`src/rtl/core/pid_dd_pkg.sv`:
```
// ----------------------------------------------------------------------------
// pid_dd_pkg
// Shared widths, register indexes and the term bundle of the drive controller.
// ----------------------------------------------------------------------------
`timescale 1ns / 1ps

package pid_dd_pkg;

    localparam int POS_W  = 13;
    localparam int GAIN_W = 16;
    localparam int SPD_W  = 8;
    localparam int ERR_W  = 14;
    localparam int INTG_W = 32;
    localparam int DER_W  = 15;
    localparam int CORR_W = 49;
    localparam int ADDR_W = 5;
    localparam int DATA_W = 32;

    typedef enum logic [2:0] {
        REG_PROP_GAIN   = 3'd0,
        REG_INTEG_GAIN  = 3'd1,
        REG_DERIV_GAIN  = 3'd2,
        REG_TARGET_POS  = 3'd3,
        REG_BASE_SPEED  = 3'd4,
        REG_MAX_SPEED   = 3'd5
    } t_reg_idx;

    typedef struct packed {
        logic signed [ERR_W-1:0]  err;
        logic signed [INTG_W-1:0] integ;
        logic signed [DER_W-1:0]  deriv;
    } t_terms;

    typedef struct packed {
        logic signed [GAIN_W-1:0] kp;
        logic signed [GAIN_W-1:0] ki;
        logic signed [GAIN_W-1:0] kd;
    } t_gains;

endpackage

```
`src/rtl/core/pid_dd_top.sv`:
```
// ----------------------------------------------------------------------------
// pid_differential_drive
// Line-following PID controller producing left and right motor duty and drive.
//
//   channel | direction | handshake                | payload
//   in      | input     | i_in_valid / o_in_ready  | i_line_position
//   out     | output    | o_out_valid / i_out_ready| o_left_pwm, o_left_drive,
//           |           |                          | o_right_pwm, o_right_drive
//   cfg     | input     | APB psel/penable/pready  | paddr, pwdata, prdata
//
// One transaction per cycle while the output is not stalled.
// The integral and previous error update at acceptance; the gain multiplies,
// sum, shift and clamp run between the term register and the result register.
// Synchronous active-low reset empties the pipeline and restores registers.
// A stalled result holds; a new transaction is taken while the term stage
// can move on or is empty.
// ----------------------------------------------------------------------------
`timescale 1ns / 1ps

module pid_differential_drive #(
    parameter int SENSOR_COUNT   = 8,
    parameter int GAIN_FRAC_BITS = 12
) (
    input  logic                                i_clk,
    input  logic                                i_rst_n,
    input  logic                                i_in_valid,
    output logic                                o_in_ready,
    input  logic [pid_dd_pkg::POS_W-1:0]        i_line_position,
    output logic                                o_out_valid,
    input  logic                                i_out_ready,
    output logic [pid_dd_pkg::SPD_W-1:0]        o_left_pwm,
    output logic                                o_left_drive,
    output logic [pid_dd_pkg::SPD_W-1:0]        o_right_pwm,
    output logic                                o_right_drive,
    input  logic                                psel,
    input  logic                                penable,
    input  logic                                pwrite,
    input  logic [pid_dd_pkg::ADDR_W-1:0]       paddr,
    input  logic [pid_dd_pkg::DATA_W-1:0]       pwdata,
    output logic [pid_dd_pkg::DATA_W-1:0]       prdata,
    output logic                                pready
);
    import pid_dd_pkg::*;

    localparam logic [GAIN_W-1:0] KP_RST =
        GAIN_W'(((64'd1 << GAIN_FRAC_BITS) + 64'd5) / 64'd10);
    localparam logic [POS_W-1:0]  TGT_RST = POS_W'((SENSOR_COUNT - 1) * 500);
    localparam logic [SPD_W-1:0]  BASE_RST = SPD_W'(40);
    localparam logic [SPD_W-1:0]  MAX_RST  = SPD_W'(100);
    localparam int                SPD_CW   = CORR_W + 1;

    t_gains                     r_gains;
    logic [POS_W-1:0]           r_target;
    logic [SPD_W-1:0]           r_base;
    logic [SPD_W-1:0]           r_max;

    logic signed [INTG_W-1:0]   r_error_sum;
    logic signed [ERR_W-1:0]    r_prev_err;
    t_terms                     r_terms;
    logic                       r_s1_vld;
    logic                       r_out_vld;
    logic [SPD_W-1:0]           r_left_pwm;
    logic                       r_left_drive;
    logic [SPD_W-1:0]           r_right_pwm;
    logic                       r_right_drive;

    logic                       cfg_wr;
    t_reg_idx                   cfg_idx;
    logic                       in_acc;
    logic                       adv;
    logic signed [ERR_W-1:0]    n_err;
    logic signed [INTG_W:0]     acc_wide;
    logic signed [INTG_W-1:0]   n_error_sum;
    logic signed [DER_W-1:0]    n_deriv;
    logic signed [CORR_W-1:0]   corr;
    logic signed [SPD_CW-1:0]   base_x;
    logic signed [SPD_CW-1:0]   max_x;
    logic signed [SPD_CW-1:0]   left_spd;
    logic signed [SPD_CW-1:0]   right_spd;
    logic [SPD_W-1:0]           n_left_pwm;
    logic [SPD_W-1:0]           n_right_pwm;

    // configuration port
    assign pready  = 1'b1;
    assign cfg_wr  = psel & penable & pwrite & pready;
    assign cfg_idx = t_reg_idx'(paddr[ADDR_W-1:2]);

    always_ff @(posedge i_clk) begin
        if (!i_rst_n) begin
            r_gains.kp <= KP_RST;
            r_gains.ki <= '0;
            r_gains.kd <= '0;
            r_target   <= TGT_RST;
            r_base     <= BASE_RST;
            r_max      <= MAX_RST;
        end else if (cfg_wr) begin
            case (cfg_idx)
                REG_PROP_GAIN:  r_gains.kp <= pwdata[GAIN_W-1:0];
                REG_INTEG_GAIN: r_gains.ki <= pwdata[GAIN_W-1:0];
                REG_DERIV_GAIN: r_gains.kd <= pwdata[GAIN_W-1:0];
                REG_TARGET_POS: r_target   <= pwdata[POS_W-1:0];
                REG_BASE_SPEED: r_base     <= pwdata[SPD_W-1:0];
                REG_MAX_SPEED:  r_max      <= pwdata[SPD_W-1:0];
                default: ;
            endcase
        end
    end

    always_comb begin
        case (cfg_idx)
            REG_PROP_GAIN:  prdata = DATA_W'(r_gains.kp);
            REG_INTEG_GAIN: prdata = DATA_W'(r_gains.ki);
            REG_DERIV_GAIN: prdata = DATA_W'(r_gains.kd);
            REG_TARGET_POS: prdata = DATA_W'(r_target);
            REG_BASE_SPEED: prdata = DATA_W'(r_base);
            REG_MAX_SPEED:  prdata = DATA_W'(r_max);
            default:        prdata = '0;
        endcase
    end

    // handshake
    assign adv        = !r_out_vld || i_out_ready;
    assign o_in_ready = !r_s1_vld || adv;
    assign in_acc     = i_in_valid && o_in_ready;

    // error, saturating integral, derivative
    assign n_err    = $signed({1'b0, r_target}) - $signed({1'b0, i_line_position});
    assign acc_wide = (INTG_W+1)'(r_error_sum) + (INTG_W+1)'(n_err);

    always_comb begin
        if (acc_wide[INTG_W] != acc_wide[INTG_W-1]) begin
            n_error_sum = acc_wide[INTG_W] ? {1'b1, {(INTG_W-1){1'b0}}}
                                           : {1'b0, {(INTG_W-1){1'b1}}};
        end else begin
            n_error_sum = acc_wide[INTG_W-1:0];
        end
    end

    assign n_deriv = DER_W'(n_err) - DER_W'(r_prev_err);

    always_ff @(posedge i_clk) begin
        if (!i_rst_n) begin
            r_error_sum <= '0;
            r_prev_err  <= '0;
            r_s1_vld    <= 1'b0;
        end else begin
            if (in_acc) begin
                r_error_sum <= n_error_sum;
                r_prev_err  <= n_err;
                r_s1_vld    <= 1'b1;
            end else if (adv) begin
                r_s1_vld    <= 1'b0;
            end
        end
    end

    always_ff @(posedge i_clk) begin
        if (in_acc) begin
            r_terms.err   <= n_err;
            r_terms.integ <= n_error_sum;
            r_terms.deriv <= n_deriv;
        end
    end

    pid_dd_corr #(
        .GAIN_FRAC_BITS (GAIN_FRAC_BITS)
    ) u_corr (
        .i_terms (r_terms),
        .i_gains (r_gains),
        .o_corr  (corr)
    );

    // speeds and clamp
    assign base_x    = $signed({{(SPD_CW-SPD_W){1'b0}}, r_base});
    assign max_x     = $signed({{(SPD_CW-SPD_W){1'b0}}, r_max});
    assign left_spd  = base_x + SPD_CW'(corr);
    assign right_spd = base_x - SPD_CW'(corr);

    always_comb begin
        if (left_spd > max_x) begin
            n_left_pwm = r_max;
        end else if (left_spd > 0) begin
            n_left_pwm = left_spd[SPD_W-1:0];
        end else begin
            n_left_pwm = '0;
        end
        if (right_spd > max_x) begin
            n_right_pwm = r_max;
        end else if (right_spd > 0) begin
            n_right_pwm = right_spd[SPD_W-1:0];
        end else begin
            n_right_pwm = '0;
        end
    end

    always_ff @(posedge i_clk) begin
        if (!i_rst_n) begin
            r_out_vld <= 1'b0;
        end else if (adv) begin
            r_out_vld <= r_s1_vld;
        end
    end

    always_ff @(posedge i_clk) begin
        if (adv && r_s1_vld) begin
            r_left_pwm    <= n_left_pwm;
            r_left_drive  <= |n_left_pwm;
            r_right_pwm   <= n_right_pwm;
            r_right_drive <= |n_right_pwm;
        end
    end

    assign o_out_valid   = r_out_vld;
    assign o_left_pwm    = r_left_pwm;
    assign o_left_drive  = r_left_drive;
    assign o_right_pwm   = r_right_pwm;
    assign o_right_drive = r_right_drive;

endmodule

```
`src/rtl/core/pid_dd_corr.sv`:
```
// ----------------------------------------------------------------------------
// pid_dd_corr
// Weighted sum of the three PID terms, scaled down with truncation toward zero.
// ----------------------------------------------------------------------------
`timescale 1ns / 1ps

module pid_dd_corr #(
    parameter int GAIN_FRAC_BITS = 12
) (
    input  pid_dd_pkg::t_terms                          i_terms,
    input  pid_dd_pkg::t_gains                          i_gains,
    output logic signed [pid_dd_pkg::CORR_W-1:0]        o_corr
);
    import pid_dd_pkg::*;

    localparam logic [CORR_W-1:0] BIAS = CORR_W'((64'd1 << GAIN_FRAC_BITS) - 64'd1);

    logic signed [GAIN_W+ERR_W-1:0]  p_term;
    logic signed [GAIN_W+INTG_W-1:0] i_term;
    logic signed [GAIN_W+DER_W-1:0]  d_term;
    logic signed [CORR_W-1:0]        sum;
    logic signed [CORR_W-1:0]        biased;

    assign p_term = i_gains.kp * i_terms.err;
    assign i_term = i_gains.ki * i_terms.integ;
    assign d_term = i_gains.kd * i_terms.deriv;

    assign sum = CORR_W'(p_term) + CORR_W'(i_term) + CORR_W'(d_term);

    // bias negative sums so the arithmetic shift truncates toward zero
    assign biased = sum[CORR_W-1] ? (sum + $signed(BIAS)) : sum;
    assign o_corr = biased >>> GAIN_FRAC_BITS;

endmodule
```
`config.mk`:
```
export PLATFORM = sky130hd
export DESIGN_NAME = pid_differential_drive
export DESIGN_NICKNAME = d
export VERILOG_FILES = /design/src/rtl/core/pid_dd_pkg.sv /design/src/rtl/core/pid_dd_top.sv /design/src/rtl/core/pid_dd_corr.sv
export SDC_FILE = /design/constraint.sdc
export NUM_CORES = 2
export LEC_CHECK = 0
export BUFFER_PORTS_ARGS = -buffer_cell sky130_fd_sc_hd__buf_2
export CAP_MARGIN = 20
export CORE_MARGIN = 3
export CORE_UTILIZATION = 55
export DETAILED_ROUTE_END_ITERATION = 12
export PLACE_DENSITY = 0.75
export SYNTH_ARGS = -nofsm -noshare
export SYNTH_HDL_FRONTEND = slang
export SYNTH_SLANG_ARGS = --single-unit
```
`constraint.sdc`:
```
create_clock -name i_clk -period 37 [get_ports i_clk]
set_clock_uncertainty 0.2 [all_clocks]
set_input_delay 7.4 -clock i_clk [delete_from_list [all_inputs] [get_ports i_clk]]
set_output_delay 7.4 -clock i_clk [all_outputs]
set_load 0.01 [all_outputs]
```
==> impl_metrics.env <==
export IMPL_slew_violations=0
export IMPL_drt_pass1_iterations=5
export IMPL_cp_capture_type="output port"
export IMPL_antenna_violations_before_repair=12
export IMPL_placedCellCount=6831
export IMPL_tritoncts="yes"
export IMPL_worstMarginPinSlew_ns=1.18
export IMPL_hpwlAfterDp_mm=115
export IMPL_nNetsFinal=7102
export IMPL_cts_reportedPaths_clkPinSlew_ns=0.06
export IMPL_yosysWarnings=0
export IMPL_diodes=0
export IMPL_timing_hold_worst_start="r_prev_err[8]"
export IMPL_layoutNonFillerInstCount=6875
export IMPL_die_height_um=314
export IMPL_critPathLaunchType="primary input"
export IMPL_path_cells="buf_2 > nor2b_1 > a22oi_1 > o221ai_1 > buf_2"
export IMPL_worstPathRequired_ns=29.40
export IMPL_postPlaceCellArea_um2=53400
export IMPL_cts_buffer_depth=3
export IMPL_postSynthAreaPerCell_um2=9.16
export IMPL_synth_async_reset_ratio=0
export IMPL_min_period_ns=16.91
export IMPL_synth_seq_area_share=0.0937
export IMPL_register_bit_total_from_synthesis=204
export IMPL_clock_fmax_mhz=59.1
export IMPL_timing_max_cap_violations=0
export IMPL_synth_top_cells_by_area="sky130_fd_sc_hd__fa_1 (45%), sky130_fd_sc_hd__inv_1 (9.2%), sky130_fd_sc_hd__ha_1 (6.3%)"
export IMPL_floorplan_rows=112
export IMPL_yosys_cell_types_count=109
export IMPL_whs_endpoint="r_prev_err[8]"
export IMPL_grt_first_pass_wirelength_mm=224
export IMPL_clk_insertion_delay_late_ns=0.57
export IMPL_drt_iter0_markers=2651
export IMPL_wl_per_cell_um=20.0
export IMPL_post_synth_inst_count=5680
export IMPL_area_growth_from_synthesis_to_layout_pct=4.34
export IMPL_number_of_enable_flip_flop_cells_after_synthesis=79
export IMPL_place_congestion=0.948
export IMPL_critical_path_peak_fanout=31
export IMPL_largest_net_degree_at_the_start_of_global_routing=100
export IMPL_cts_hold_repair_buffers=0
export IMPL_timing_rr_start="r_terms[0]"
export IMPL_total_global_routing_overflow=0
export IMPL_layout_filler_cells=8170
export IMPL_setup_tns_ns=0
export IMPL_slew_limit_headroom=0.216
export IMPL_synthFlopType="sky130_fd_sc_hd__dfxtp_1"
export IMPL_worst_reg2reg_path_length_in_cells=47
export IMPL_htree_num_levels=1
export IMPL_finalInstanceArea_um2=54300
export IMPL_period_utilisation_layout=0.457
export IMPL_number_of_nets_produced_by_synthesis=7178
export IMPL_r2r_slack_ns=21.16
export IMPL_r2r_end="o_left_pwm[7]"
export IMPL_critical_path_slowest_cell="sky130_fd_sc_hd__nor2b_1"
export IMPL_setup_worst_path_class="in -> out"
export IMPL_finalHoldViolations=0
export IMPL_post_cts_resized=0
export IMPL_buffer_ports_inserted=90
export IMPL_timing_hold_worst_class="reg -> reg"
export IMPL_drc=0
export IMPL_path_common_cell="sky130_fd_sc_hd__buf_2"
export IMPL_setup_viol=0
export IMPL_route_antenna_remaining_nets=0
export IMPL_hold_slack_ns=0.265
export IMPL_yosys_area_top_type="sky130_fd_sc_hd__fa_1"
export IMPL_clock_tree_root_cell="sky130_fd_sc_hd__clkbuf_16"
export IMPL_num_vias=38600
export IMPL_floorplan_io_pins=110
export IMPL_run_status="complete, no violations"
export IMPL_crit_arrival_ns=9.31
export IMPL_yosysTopAreaCellShare=0.454
export IMPL_gr_usage_all_layers=0.290
export IMPL_post_cts_setup_buffer_count=0
export IMPL_critPathMaxStageDelay_ns=0.76
export IMPL_tritoncts_buffers=24
export IMPL_grt_setup_unrepaired="no"
export IMPL_mappedNetlistArea_um2=52000
export IMPL_route_detailed_vias_per_inst=5.61
export IMPL_routed_wirelength_mm=138
export IMPL_instance_count_along_the_most_critical_hold_path=2
export IMPL_floorplan_die_area_um2=98300
export IMPL_die_width_um=314
export IMPL_initial_util=0.556
export IMPL_floorplan_core_area_um2=93600
export IMPL_first_global_vias=41300
export IMPL_post_route_cells_drive_above_1_share=0.0505
export IMPL_cts_num_sinks=204
[layout make-up]
cell class | count | area, µm² | share of cell area
Timing Repair Buffer | 140 | 846 | 0.0156
Multi-Input combinational cell | 3953 | 41300 | 0.762
Clock buffer | 36 | 728 | 0.0134
Tap cell | 1254 | 1570 | 0.0289
Sequential cell | 204 | 4890 | 0.0900
Clock inverter | 7 | 101 | 0.00187
Inverter | 1281 | 4810 | 0.0886
[worst max-delay path: cells and delay by family]
family	cells	cell delay (ns)
AND/OR/NAND/NOR	1	0.76
buffers and inverters	2	0.72
AO/OA/AOI/OAI	2	0.41
[cell usage in the layout, fill, tap and decap left out, types with 49 or more instances in the layout]
cell type,instances
sky130_fd_sc_hd__a21boi_0,62
sky130_fd_sc_hd__a21oi_1,142
sky130_fd_sc_hd__and2_1,408
sky130_fd_sc_hd__buf_2,90
sky130_fd_sc_hd__buf_4,49
sky130_fd_sc_hd__dfxtp_1,116
sky130_fd_sc_hd__edfxtp_1,79
sky130_fd_sc_hd__fa_1,1179
sky130_fd_sc_hd__ha_1,262
sky130_fd_sc_hd__inv_1,1278
sky130_fd_sc_hd__nand2_1,787
sky130_fd_sc_hd__nand3_1,65
sky130_fd_sc_hd__nor2_1,191
sky130_fd_sc_hd__o21ai_0,107
sky130_fd_sc_hd__xnor2_1,94
[stage by stage]
step | utilization | worst slack (ns)
after floorplan | - | 20.20
after global placement | 0.571 | 20.18
after detailed placement | 0.571 | 20.16
after CTS | 0.580 | 20.15
after global routing | 0.580 | 19.99
final | 0.580 | 20.09
[synth_stat cells (14+ instances only)]
library cell / n
sky130_fd_sc_hd__fa_1: 1179
sky130_fd_sc_hd__a21oi_1: 144
sky130_fd_sc_hd__ha_1: 262
sky130_fd_sc_hd__xnor2_1: 95
sky130_fd_sc_hd__nor3_1: 37
sky130_fd_sc_hd__and2_1: 408
sky130_fd_sc_hd__dfxtp_1: 125
sky130_fd_sc_hd__nor2_1: 191
sky130_fd_sc_hd__edfxtp_1: 79
sky130_fd_sc_hd__nor2b_1: 37
sky130_fd_sc_hd__o31ai_1: 15
sky130_fd_sc_hd__a21boi_0: 62
sky130_fd_sc_hd__mux2i_1: 35
sky130_fd_sc_hd__nor4_1: 14
sky130_fd_sc_hd__inv_1: 1278
sky130_fd_sc_hd__o211ai_1: 16
sky130_fd_sc_hd__clkbuf_1: 200
sky130_fd_sc_hd__o21a_1: 25
sky130_fd_sc_hd__nand2b_1: 34
sky130_fd_sc_hd__xor2_1: 40
sky130_fd_sc_hd__maj3_1: 27
sky130_fd_sc_hd__a211oi_1: 15
sky130_fd_sc_hd__nand2_1: 787
sky130_fd_sc_hd__a21o_1: 44
sky130_fd_sc_hd__and3_1: 19
sky130_fd_sc_hd__nand4_1: 37
sky130_fd_sc_hd__buf_4: 19
sky130_fd_sc_hd__o21bai_1: 25
sky130_fd_sc_hd__o21ai_0: 107
sky130_fd_sc_hd__nand3_1: 65
sky130_fd_sc_hd__buf_2: 15
[registers in the layout, summed over array words and instances, names as in the netlist]
name / count
r_s1_vld: 1
r_prev_err: 14
o_left_drive: 1
o_left_pwm: 8
r_terms: 61
r_error_sum: 32
o_right_drive: 1
r_gains: 48
o_right_pwm: 8
r_target: 13
r_max: 8
r_base: 8
o_out_valid: 1
[how the worst max path moves through the flow]
stage | start | to | slack, ns | cells past startpoint
3_3_place_gp | paddr[2] | prdata[24] | 20.18 | 6
3_5_place_dp | paddr[2] | prdata[21] | 20.16 | 6
6_report | paddr[3] | prdata[1] | 20.09 | 5
5_1_grt | paddr[3] | prdata[1] | 19.99 | 5
4_1_cts | paddr[2] | prdata[21] | 20.15 | 6
2_1_floorplan | paddr[3] | prdata[16] | 20.20 | 7
[kinds of logic after synthesis]
logic type,after synthesis,share of synthesized area
AND/OR/NAND/NOR,1697,0.158
buffers and inverters,1523,0.112
adder cells (fa/ha/maj),1468,0.522
AO/OA/AOI/OAI,602,0.0805
flip-flops,204,0.0937
XOR/XNOR,137,0.0234
multiplexers,48,0.0108
other,1,0.0000721
[routing by layer]
| metal | wire length (µm) | track usage | vias up |
|---|---|---|---|
| met5 | 15 | 0 | - |
| met4 | 5100 | 0.0949 | 2 |
| met3 | 12300 | 0.0522 | 293 |
| met2 | 65800 | 0.479 | 1499 |
| met1 | 54400 | 0.390 | 19800 |
| li1 | - | - | 17000 |
Power is not shown: default switching activity piles up to over one toggle a cycle in this logic, so the estimate is an artifact.
